$ cat src/design/ept_pkg.sv
// Shared types and constants for the encoder position tracker.
// Used by ept_pos_unit, encoder_position_tracker_core and ept_checker.
`default_nettype none

package ept_pkg;

    // field and register widths
    localparam int COUNT_VALUE_W = 16;
    localparam int CPR_W         = 16;
    localparam int DIAM_W        = 20;
    localparam int ROUND_W       = 32;
    localparam int PULSE_OUT_W   = 32;
    localparam int POS_W         = 48;
    localparam int S_TDATA_W     = 24;
    localparam int S_TUSER_W     = 2;
    localparam int M_TDATA_W     = 112;
    localparam int M_TUSER_W     = 2;
    localparam int CFG_IDX_W     = 1;
    localparam int CFG_DATA_W    = 20;

    // parameter defaults
    localparam int COUNT_WIDTH_DEF = 16;
    localparam int PULSE_WIDTH_DEF = 32;

    // behavior constants
    localparam int STEP_THRESHOLD   = 4;
    localparam int PULSES_PER_ROUND = 1000;
    localparam logic [CPR_W-1:0] CPR_RESET = 16'd1000;

    // pi in Q16, and the width of pi * diameter
    localparam int PI_W  = 18;
    localparam logic [PI_W-1:0] PI_Q16 = 18'd205887;
    localparam int A_W   = PI_W + DIAM_W;
    localparam int FRAC_W = 16;

    // position datapath sequencing
    localparam int CHUNK_W   = 16;
    localparam int DIV_BITS  = 2;
    localparam int DIV_STEPS = POS_W / DIV_BITS;

    localparam logic [POS_W-1:0] POS_MAX_POS = {1'b0, {(POS_W-1){1'b1}}};
    localparam logic [POS_W-1:0] POS_MAX_NEG = {1'b1, {(POS_W-1){1'b0}}};

    // configuration register indexes
    localparam logic [CFG_IDX_W-1:0] CFG_COUNTS_PER_REV = 1'b0;
    localparam logic [CFG_IDX_W-1:0] CFG_WHEEL_DIAM     = 1'b1;

    typedef enum logic [1:0] {
        REQ_SAMPLE  = 2'd0,
        REQ_INDEX   = 2'd1,
        REQ_CAPTURE = 2'd2,
        REQ_CLEAR   = 2'd3
    } req_t;

    typedef enum logic [1:0] {
        T_IDLE,
        T_START,
        T_CALC,
        T_EMIT
    } top_state_t;

    typedef enum logic [2:0] {
        P_IDLE,
        P_MUL,
        P_PREP,
        P_DIV,
        P_FIN
    } pos_state_t;

    typedef struct packed {
        logic             done;
        logic             clipped;
        logic [POS_W-1:0] position;
    } pos_rsp_t;

endpackage

`default_nettype wire

$ cat src/design/encoder_position_tracker_core.sv
// Encoder position tracker top level: event decode, counter state, output register.
// Depends on ept_pkg and ept_pos_unit.
`default_nettype none

// One word in, one word out. A count sample is returned after the position unit
// has run: it latches pi*diameter, passes each 16-bit chunk of the pulse count
// through the shared multiply-accumulate, and the 48 quotient bits leave the
// divider two per cycle; when the quotient overflows the divider is skipped.
// Index, capture and clear words go from T_IDLE straight to T_EMIT and are
// returned once the output register is free. s_tready is high only between words;
// the next word is taken while the previous result still waits on m_tready. A zero
// counts_per_rev gives position 0 with the clipped flag.
module encoder_position_tracker_core #(
    parameter int COUNT_WIDTH = ept_pkg::COUNT_WIDTH_DEF,
    parameter int PULSE_WIDTH = ept_pkg::PULSE_WIDTH_DEF
) (
    input  wire logic                              clk,
    input  wire logic                              rst_n,
    input  wire logic                              s_tvalid,
    output logic                                   s_tready,
    // [15:0] count_value, [16] count_down, [23:17] zero
    input  wire logic [ept_pkg::S_TDATA_W-1:0]     s_tdata,
    // [1:0] req_type
    input  wire logic [ept_pkg::S_TUSER_W-1:0]     s_tuser,
    output logic                                   m_tvalid,
    input  wire logic                              m_tready,
    // [47:0] position_um, [79:48] pulse_total, [111:80] round_total
    output logic [ept_pkg::M_TDATA_W-1:0]          m_tdata,
    // [0] offset_already_set, [1] position_clipped
    output logic [ept_pkg::M_TUSER_W-1:0]          m_tuser,
    input  wire logic                              cfg_we,
    input  wire logic [ept_pkg::CFG_IDX_W-1:0]     cfg_index,
    input  wire logic [ept_pkg::CFG_DATA_W-1:0]    cfg_data
);

    localparam int POS_W = ept_pkg::POS_W;

    ept_pkg::top_state_t state_reg, state_next;

    logic [ept_pkg::CPR_W-1:0]   cpr_reg;
    logic [ept_pkg::DIAM_W-1:0]  diam_reg;

    logic [COUNT_WIDTH-1:0]      latched_reg;
    logic                        dir_now_reg;
    logic                        dir_last_reg;
    logic [PULSE_WIDTH-1:0]      pulse_reg;
    logic [ept_pkg::ROUND_W-1:0] round_reg;
    logic [PULSE_WIDTH-1:0]      offset_reg;
    logic                        taken_reg;
    logic [POS_W-1:0]            position_reg;
    logic                        already_reg;
    logic                        clipped_reg;

    logic                          m_tvalid_reg;
    logic [POS_W-1:0]              out_pos_reg;
    logic [ept_pkg::PULSE_OUT_W-1:0] out_pulse_reg;
    logic [ept_pkg::ROUND_W-1:0]   out_round_reg;
    logic                          out_already_reg;
    logic                          out_clipped_reg;

    ept_pkg::req_t               req;
    logic                        accept;
    logic                        out_free;
    logic                        pos_start;
    logic                        load_out;
    ept_pkg::pos_rsp_t           rsp;

    logic [COUNT_WIDTH-1:0]      cnt_in;
    logic                        dir_in;
    logic [COUNT_WIDTH-1:0]      adiff;
    logic                        step_ok;
    logic [PULSE_WIDTH-1:0]      pulse_step;
    logic [ept_pkg::ROUND_W-1:0] round_new;
    logic [PULSE_WIDTH-1:0]      round_sx;
    logic [PULSE_WIDTH-1:0]      idx_mul;
    logic [PULSE_WIDTH-1:0]      pulse_idx;

    ept_pos_unit #(
        .PULSE_WIDTH (PULSE_WIDTH)
    ) u_pos_unit (
        .clk   (clk),
        .rst_n (rst_n),
        .start (pos_start),
        .pulse (pulse_reg),
        .cpr   (cpr_reg),
        .diam  (diam_reg),
        .rsp   (rsp)
    );

    assign req      = ept_pkg::req_t'(s_tuser);
    assign accept   = s_tvalid && s_tready;
    assign out_free = !m_tvalid_reg || m_tready;

    // sample decode
    assign cnt_in     = COUNT_WIDTH'(s_tdata[ept_pkg::COUNT_VALUE_W-1:0]);
    assign dir_in     = s_tdata[ept_pkg::COUNT_VALUE_W];
    assign adiff      = (cnt_in > latched_reg) ? (cnt_in - latched_reg)
                                               : (latched_reg - cnt_in);
    assign step_ok    = adiff >= COUNT_WIDTH'(ept_pkg::STEP_THRESHOLD);
    assign pulse_step = dir_in ? (pulse_reg - 1'b1) : (pulse_reg + 1'b1);

    // index: step cancels when the direction flipped since the last index or offset capture
    always_comb
    begin
        if (dir_last_reg == dir_now_reg)
        begin
            round_new = dir_now_reg ? (round_reg - 1'b1) : (round_reg + 1'b1);
        end
        else
        begin
            round_new = round_reg;
        end
    end

    assign round_sx  = PULSE_WIDTH'(signed'(round_new));
    assign idx_mul   = round_sx * PULSE_WIDTH'(ept_pkg::PULSES_PER_ROUND);
    assign pulse_idx = idx_mul + offset_reg;

    always_comb
    begin
        state_next = state_reg;
        unique case (state_reg)
            ept_pkg::T_IDLE:
            begin
                if (s_tvalid)
                begin
                    state_next = (req == ept_pkg::REQ_SAMPLE) ? ept_pkg::T_START
                                                              : ept_pkg::T_EMIT;
                end
            end
            ept_pkg::T_START:
            begin
                state_next = ept_pkg::T_CALC;
            end
            ept_pkg::T_CALC:
            begin
                if (rsp.done)
                begin
                    state_next = ept_pkg::T_EMIT;
                end
            end
            ept_pkg::T_EMIT:
            begin
                if (out_free)
                begin
                    state_next = ept_pkg::T_IDLE;
                end
            end
            default:
            begin
                state_next = ept_pkg::T_IDLE;
            end
        endcase
    end

    always_comb
    begin
        s_tready  = (state_reg == ept_pkg::T_IDLE);
        pos_start = (state_reg == ept_pkg::T_START);
        load_out  = (state_reg == ept_pkg::T_EMIT) && out_free;
    end

    always_ff @(posedge clk or negedge rst_n)
    begin
        if (!rst_n)
        begin
            state_reg <= ept_pkg::T_IDLE;
        end
        else
        begin
            state_reg <= state_next;
        end
    end

    always_ff @(posedge clk or negedge rst_n)
    begin
        if (!rst_n)
        begin
            cpr_reg  <= ept_pkg::CPR_RESET;
            diam_reg <= '0;
        end
        else if (cfg_we)
        begin
            unique case (cfg_index)
                ept_pkg::CFG_COUNTS_PER_REV:
                begin
                    cpr_reg <= cfg_data[ept_pkg::CPR_W-1:0];
                end
                ept_pkg::CFG_WHEEL_DIAM:
                begin
                    diam_reg <= cfg_data;
                end
                default:
                begin
                    cpr_reg <= cpr_reg;
                end
            endcase
        end
    end

    always_ff @(posedge clk or negedge rst_n)
    begin
        if (!rst_n)
        begin
            latched_reg  <= '0;
            dir_now_reg  <= 1'b0;
            dir_last_reg <= 1'b0;
            pulse_reg    <= '0;
            round_reg    <= '0;
            offset_reg   <= '0;
            taken_reg    <= 1'b0;
            position_reg <= '0;
            already_reg  <= 1'b0;
            clipped_reg  <= 1'b0;
        end
        else if (accept)
        begin
            // a capture with the offset already held only raises the flag
            already_reg <= (req == ept_pkg::REQ_CAPTURE) && taken_reg;
            clipped_reg <= 1'b0;
            unique case (req)
                ept_pkg::REQ_SAMPLE:
                begin
                    dir_now_reg <= dir_in;
                    if (step_ok)
                    begin
                        pulse_reg   <= pulse_step;
                        latched_reg <= cnt_in;
                    end
                end
                ept_pkg::REQ_INDEX:
                begin
                    round_reg    <= round_new;
                    dir_last_reg <= dir_now_reg;
                    pulse_reg    <= pulse_idx;
                end
                ept_pkg::REQ_CAPTURE:
                begin
                    if (!taken_reg)
                    begin
                        offset_reg   <= pulse_reg;
                        dir_last_reg <= dir_now_reg;
                        taken_reg    <= 1'b1;
                    end
                end
                ept_pkg::REQ_CLEAR:
                begin
                    latched_reg  <= '0;
                    dir_now_reg  <= 1'b0;
                    dir_last_reg <= 1'b0;
                    pulse_reg    <= '0;
                    round_reg    <= '0;
                    offset_reg   <= '0;
                    taken_reg    <= 1'b0;
                    position_reg <= '0;
                end
            endcase
        end
        else if ((state_reg == ept_pkg::T_CALC) && rsp.done)
        begin
            position_reg <= rsp.position;
            clipped_reg  <= rsp.clipped;
        end
    end

    always_ff @(posedge clk or negedge rst_n)
    begin
        if (!rst_n)
        begin
            m_tvalid_reg <= 1'b0;
        end
        else if (load_out)
        begin
            m_tvalid_reg <= 1'b1;
        end
        else if (m_tready)
        begin
            m_tvalid_reg <= 1'b0;
        end
    end

    always_ff @(posedge clk)
    begin
        if (load_out)
        begin
            out_pos_reg     <= position_reg;
            out_pulse_reg   <= ept_pkg::PULSE_OUT_W'(pulse_reg);
            out_round_reg   <= round_reg;
            out_already_reg <= already_reg;
            out_clipped_reg <= clipped_reg;
        end
    end

    assign m_tvalid = m_tvalid_reg;
    assign m_tdata  = {out_round_reg, out_pulse_reg, out_pos_reg};
    assign m_tuser  = {out_clipped_reg, out_already_reg};

endmodule

`default_nettype wire

$ cat src/design/ept_pos_unit.sv
// Iterative position unit: pi*diameter*pulse / (counts_per_rev * 2^16).
// Shared 16-bit-chunk multiply-accumulate, then a radix-4 restoring divider.
// Depends on ept_pkg.
`default_nettype none

module ept_pos_unit #(
    parameter int PULSE_WIDTH = ept_pkg::PULSE_WIDTH_DEF
) (
    input  wire logic                        clk,
    input  wire logic                        rst_n,
    input  wire logic                        start,
    input  wire logic [PULSE_WIDTH-1:0]      pulse,
    input  wire logic [ept_pkg::CPR_W-1:0]   cpr,
    input  wire logic [ept_pkg::DIAM_W-1:0]  diam,
    output ept_pkg::pos_rsp_t                rsp
);

    localparam int N_CHUNK = (PULSE_WIDTH + ept_pkg::CHUNK_W - 1) / ept_pkg::CHUNK_W;
    localparam int MAG_W   = N_CHUNK * ept_pkg::CHUNK_W;
    localparam int PROD_W  = ept_pkg::A_W + PULSE_WIDTH;
    localparam int DIV_W   = PROD_W - ept_pkg::FRAC_W;
    localparam int EXT_W   = (DIV_W > ept_pkg::POS_W) ? DIV_W : ept_pkg::POS_W + 1;
    localparam int HI_W    = EXT_W - ept_pkg::POS_W;
    localparam int CMP_W   = HI_W + ept_pkg::CPR_W;
    localparam int PP_W    = ept_pkg::A_W + ept_pkg::CHUNK_W;
    localparam int CH_W    = $clog2(N_CHUNK + 1);
    localparam int STEP_W  = $clog2(ept_pkg::DIV_STEPS + 1);
    localparam int POS_W   = ept_pkg::POS_W;
    localparam int CPR_W   = ept_pkg::CPR_W;

    ept_pkg::pos_state_t state_reg, state_next;

    logic [ept_pkg::A_W-1:0] a_reg;
    logic [MAG_W-1:0]        mag_reg;
    logic                    neg_reg;
    logic                    zdiv_reg;
    logic                    over_reg;
    logic [PROD_W-1:0]       acc_reg;
    logic [CH_W-1:0]         chunk_cnt_reg;
    logic [CPR_W-1:0]        rem_reg;
    logic [POS_W-1:0]        dlo_reg;
    logic [POS_W-1:0]        q_reg;
    logic [STEP_W-1:0]       step_reg;

    logic                    ld_start, mul_en, prep_en, div_en;

    logic [PULSE_WIDTH-1:0]  mag_in;
    logic [ept_pkg::A_W-1:0] a_in;
    logic [ept_pkg::CHUNK_W-1:0] chunk;
    logic [PP_W-1:0]         pp;
    logic [PROD_W-1:0]       acc_next;
    logic [EXT_W-1:0]        dext;
    logic [HI_W-1:0]         hi;
    logic                    over_in;
    logic [CPR_W:0]          t1, t2;
    logic                    ge1, ge2;
    logic [CPR_W-1:0]        r1, r2;
    logic                    clip_fin;
    logic [POS_W-1:0]        qsat;

    // operand setup
    assign mag_in = pulse[PULSE_WIDTH-1] ? (~pulse + 1'b1) : pulse;
    assign a_in   = ept_pkg::A_W'(ept_pkg::PI_Q16) * ept_pkg::A_W'(diam);

    // multiply: top chunk first, accumulator shifts up one chunk per cycle
    assign chunk    = mag_reg[MAG_W-1 -: ept_pkg::CHUNK_W];
    assign pp       = PP_W'(a_reg) * PP_W'(chunk);
    assign acc_next = (acc_reg << ept_pkg::CHUNK_W) + PROD_W'(pp);

    // quotient bits above the 48-bit result only flag overflow
    assign dext    = EXT_W'(acc_reg[PROD_W-1:ept_pkg::FRAC_W]);
    assign hi      = dext[EXT_W-1:POS_W];
    assign over_in = CMP_W'(hi) >= CMP_W'(cpr);

    // two restoring steps per cycle
    always_comb
    begin
        t1  = {rem_reg, dlo_reg[POS_W-1]};
        ge1 = t1 >= {1'b0, cpr};
        r1  = ge1 ? CPR_W'(t1 - {1'b0, cpr}) : t1[CPR_W-1:0];
        t2  = {r1, dlo_reg[POS_W-2]};
        ge2 = t2 >= {1'b0, cpr};
        r2  = ge2 ? CPR_W'(t2 - {1'b0, cpr}) : t2[CPR_W-1:0];
    end

    // saturation and sign
    always_comb
    begin
        if (neg_reg)
        begin
            clip_fin = over_reg || (q_reg > ept_pkg::POS_MAX_NEG);
            qsat     = clip_fin ? ept_pkg::POS_MAX_NEG : q_reg;
        end
        else
        begin
            clip_fin = over_reg || (q_reg > ept_pkg::POS_MAX_POS);
            qsat     = clip_fin ? ept_pkg::POS_MAX_POS : q_reg;
        end
    end

    always_comb
    begin
        state_next = state_reg;
        unique case (state_reg)
            ept_pkg::P_IDLE:
            begin
                if (start)
                begin
                    state_next = (cpr == '0) ? ept_pkg::P_FIN : ept_pkg::P_MUL;
                end
            end
            ept_pkg::P_MUL:
            begin
                if (chunk_cnt_reg == '0)
                begin
                    state_next = ept_pkg::P_PREP;
                end
            end
            ept_pkg::P_PREP:
            begin
                state_next = over_in ? ept_pkg::P_FIN : ept_pkg::P_DIV;
            end
            ept_pkg::P_DIV:
            begin
                if (step_reg == STEP_W'(ept_pkg::DIV_STEPS - 1))
                begin
                    state_next = ept_pkg::P_FIN;
                end
            end
            ept_pkg::P_FIN:
            begin
                state_next = ept_pkg::P_IDLE;
            end
            default:
            begin
                state_next = ept_pkg::P_IDLE;
            end
        endcase
    end

    always_comb
    begin
        ld_start     = (state_reg == ept_pkg::P_IDLE) && start;
        mul_en       = (state_reg == ept_pkg::P_MUL);
        prep_en      = (state_reg == ept_pkg::P_PREP);
        div_en       = (state_reg == ept_pkg::P_DIV);
        rsp.done     = (state_reg == ept_pkg::P_FIN);
        rsp.clipped  = zdiv_reg || clip_fin;
        if (zdiv_reg)
        begin
            rsp.position = '0;
        end
        else if (neg_reg)
        begin
            rsp.position = ~qsat + 1'b1;
        end
        else
        begin
            rsp.position = qsat;
        end
    end

    always_ff @(posedge clk or negedge rst_n)
    begin
        if (!rst_n)
        begin
            state_reg <= ept_pkg::P_IDLE;
        end
        else
        begin
            state_reg <= state_next;
        end
    end

    always_ff @(posedge clk)
    begin
        if (ld_start)
        begin
            a_reg         <= a_in;
            mag_reg       <= MAG_W'(mag_in);
            neg_reg       <= pulse[PULSE_WIDTH-1];
            zdiv_reg      <= (cpr == '0);
            over_reg      <= 1'b0;
            acc_reg       <= '0;
            chunk_cnt_reg <= CH_W'(N_CHUNK - 1);
        end
        if (mul_en)
        begin
            acc_reg       <= acc_next;
            mag_reg       <= mag_reg << ept_pkg::CHUNK_W;
            chunk_cnt_reg <= chunk_cnt_reg - 1'b1;
        end
        if (prep_en)
        begin
            over_reg <= over_in;
            rem_reg  <= CPR_W'(hi);
            dlo_reg  <= dext[POS_W-1:0];
            q_reg    <= '0;
            step_reg <= '0;
        end
        if (div_en)
        begin
            rem_reg  <= r2;
            dlo_reg  <= dlo_reg << ept_pkg::DIV_BITS;
            q_reg    <= {q_reg[POS_W-3:0], ge1, ge2};
            step_reg <= step_reg + 1'b1;
        end
    end

endmodule

`default_nettype wire

$ cat config.mk
export PLATFORM = sky130hd
export DESIGN_NAME = encoder_position_tracker_core
export DESIGN_NICKNAME = d
export VERILOG_FILES = /design/src/design/ept_pkg.sv /design/src/design/encoder_position_tracker_core.sv /design/src/design/ept_pos_unit.sv
export SDC_FILE = /design/constraint.sdc
export NUM_CORES = 2
export LEC_CHECK = 0
export BUFFER_PORTS_ARGS = -buffer_cell sky130_fd_sc_hd__buf_2
export CORE_AREA = 2 2 394 396
export DETAILED_ROUTE_END_ITERATION = 8
export DIE_AREA = 0 0 396 398
export GPL_ROUTABILITY_DRIVEN = 0
export SETUP_SLACK_MARGIN = 0.2
export SLEW_MARGIN = 20
export SYNTH_ARGS = -nofsm -noshare
export SYNTH_HDL_FRONTEND = slang
export SYNTH_SLANG_ARGS = --single-unit
$ cat constraint.sdc
create_clock -name clk -period 11.6 [get_ports clk]
set_input_delay 2.32 -clock clk [delete_from_list [all_inputs] [get_ports clk]]
set_output_delay 2.32 -clock clk [all_outputs]
set_load 0.02 [all_outputs]
==> impl_results.md <==
- Status: finished clean
- Crit-path max FO: 13
- Share of async-settable or async-resettable flops after synthesis: 35.5%
- VDD IR-drop max: 0.633 mV
- # hold bufs at CTS: 0
- Vias in the first global route: 46266
- Leakage: 31.3 nW
- Crit Path Category: reg -> reg
- Post-CTS Setup Repair Bufs: 0
- RSZ-0062 raised after global routing: false
- Synthesized area: 61000 um2
- Number of flip-flops under the largest register name: 70
- Post-synthesis cell type count: 103
- Syn avg cell area: 9.65 um2
- CP max-delay cell: dfrtp_1
- Yosys reg bits: 583
- Final WL: 160 mm
- Post-route cell area: 66600 um2
- Die Footprint: 158000 um2
- Layout cell share with drive strength beyond 1: 7.18%
- CTS max path bufs: 3
- Worst hold path class: reg -> reg
- Fin cells: 8492
- CP required: 12200 ps
- CP Launch Type: flip-flop
- Io pins: 168
- Critical Path Stages: 35
- Detailed Routing Iterations Pass 1: 5
- Initial DRC count: 2857
- All-Layer GR Usage: 20.5%
- Worst reg2reg path depth: 35
- Most frequent CP cell: o21ai_0
- PnR worst setup slack: 1670 ps
- Wirelength per Cell: 18.9 um
- Hold path cells: 0
- Ys flop type: edfxtp_1
- Max-cap violations: 0
- Clk network pwr share: 23.0%
- Crit share post-route: 85.6%
- Slew of the pin with the lowest slew margin: 1140 ps
- CTS clk-pin slew, worst paths: 60 ps
- HPWL Detailed: 123 mm
- Syn Inst Count: 6321
- Reg2Reg Setup Slack: 1670 ps
- Seq/Total Area, Yosys: 26.7%
- Vias per cell: 5.32
- Nets: 7680
- Synth warn: 0
- Sw Pwr: 4.22 mW
- Slew HR: 23.9%
- Initial core utilization: 39.8%
- Die height: 398 um
- Setup TNS: 0 ps
- Number of buffers created by CTS: 73
- Vias: 45148
- CP top delay family: compound AO/OA/AOI/OAI gates
- Min-delay src: position_reg[20]
- Max Slew Vio Count: 0
- Worst Setup End Kind: flip-flop
- Worst hold margin: 452 ps
- First-pass GRT wire length: 257 mm
- Min-Delay Endpoint: out_pos_reg[20]
- PortBufs: 160
- # setup viols final: 0
- Register Area: 16300 um2
- Minimum clock period: 9930 ps
- Multi-input gate area: 40100 um2
- Post-DRT Antenna Nets: 0
- Antenna violations before repair: 3
- Area grow syn2layout: 9.21%
- F_max: 101 MHz
- Switching Fraction: 38.9%
- Die Width: 396 um
- CTS root buffer: clkbuf_16
- Fin. Hold Viols: 0
- CP bufs+invs: 3
- Post-CTS sizing: 0
- Logic pwr share: 53.0%
- Inst Count DP: 8353
- Critical R2R Capture: pulse_reg[31]
- Pwr/cell area: 163 nW/um2
- Fin util: 43.5%
- Clock Skew: 63.1 ps
- CTS tree: yes
- Rows: 144
- Syn_nets: 7616
- Post-Place Worst Slack: 1710 ps
- CP peak stage delay: 760 ps
- Grt ovf: 0
- Clk Latency, worst-skew pair: 670 ps
- Placed Area: 64000 um2
- Largest net degree at the start of global routing: 90
- Seq pwr share: 24.1%
- FILL cells: 14792
- Clk sinks: 583
- Cell Int Power: 6.64 mW
- Core Footprint: 153000 um2
- H-tree levels: 3
- Tot Pwr: 10.9 mW
- Reg2reg start: dir_now_reg
- Critical path arrival: 10530 ps
- Number of remaining DRC errors: 0
- Post-synth EDFFs: 358
## power groups by stage
stage               Combinational [mW]  Sequential [mW]  Clock [mW]
CTS                               5.81             2.61        2.55
finish                            5.75             2.61        2.49
global placement                  5.67             2.66           0
detailed placement                5.73             2.66           0
floorplan                         4.63             2.64           0
global route                      6.58             2.62        2.64
## layout by cell type, fill, tap and decap left out, drive strengths merged, types with 25 or more instances in the layout
master and instances:
inv 987, nand2 775, fa 740, ha 503
edfxtp 358, nor2 358, o21ai 315, a21oi 274
buf 235, and2 208, dfrtp 201, xnor2 154
a21o 106, xor2 96, clkbuf 92, mux2i 90
and3 79, nor3 62, a31oi 54, nand3 53
nand2b 53, nor2b 41, a22o 40, a211oi 39
nand4 33, o31ai 33, or3 32, o21bai 29
o211ai 29, mux2 28, o21a 26, clkinv 26
nor4 25
## area by class of cell
cell class / instances / area share (%)
timing repair buffer: 235 / 2.11
multi-input combinational: 4511 / 60.1
inverter: 981 / 5.53
clock inverter: 44 / 0.957
sequential: 583 / 24.5
antenna: 2 / 0.00751
clock buffer: 92 / 2.99
tap: 2044 / 3.84
## how the worst max path moves through the flow
| stage | slack (ps) | end | from |
|---|---|---|---|
| finish | 1670 | pulse_reg[31] | dir_now_reg |
| global route | 1150 | pulse_reg[31] | dir_now_reg |
| CTS | 1640 | pulse_reg[31] | dir_now_reg |
| detailed placement | 1710 | pulse_reg[31] | dir_now_reg |
| global placement | 1880 | pulse_reg[31] | dir_now_reg |
| floorplan | 2680 | pulse_reg[31] | dir_now_reg |
## synth_stat cells (all sizes together), types with 10 or more instances
cell,n,area [um2]
inv,981,3680
nand2,775,2910
fa,740,14800
ha,503,6290
edfxtp,358,10800
nor2,358,1350
o21ai,315,1580
a21oi,274,1380
clkbuf,218,862
and2,208,1300
dfrtp,201,5030
xnor2,154,1350
a21o,106,806
xor2,96,841
mux2i,90,901
and3,79,494
nor3,62,310
a31oi,54,338
nand2b,53,332
nand3,53,265
nor2b,41,257
a22o,40,350
a211oi,39,298
nand4,33,206
o31ai,33,253
or3,32,210
o211ai,29,228
o21bai,29,218
mux2,28,319
buf,27,175
o21a,26,195
nor4,25,156
a22oi,20,150
dfxtp,18,360
or2,18,113
a21boi,17,128
o22ai,13,81.3
o41ai,13,121
nand3b,12,90.1
a211o,11,97.6
a31o,11,96.3
a2111oi,10,87.6
## layer usage
| metal | share of wire (%) | global-route usage, % | routed length (um) |
|---|---|---|---|
| met5 | 0.0081 | 0 | 13 |
| met4 | 1.9 | 4.57 | 3110 |
| met1 | 45 | 27.6 | 71400 |
| met3 | 5.3 | 3.32 | 8470 |
| met2 | 48 | 34.6 | 77300 |
## worst register-to-register path: cells and delay by family (launching register included)
family / cells / cell delay (ps)
and+or+nand+nor: 7 / 1210
adders and majority gates: 7 / 2940
muxes: 1 / 700
buffers and inverters: 3 / 270
DFF: 1 / 760
AOI/OAI and AO/OA: 13 / 2960
xor gates and xnor gates: 4 / 1000
## logic make-up after synthesis
| family | share of synthesized area (%) |
|---|---|
| compound gates | 11.7 |
| fa+ha+maj | 34.6 |
| flops | 26.7 |
| simple gates | 13.5 |
| xor+xnor | 3.66 |
| buf+inv | 7.79 |
| mux | 2.00 |
Power figures use the tool's default switching activity.
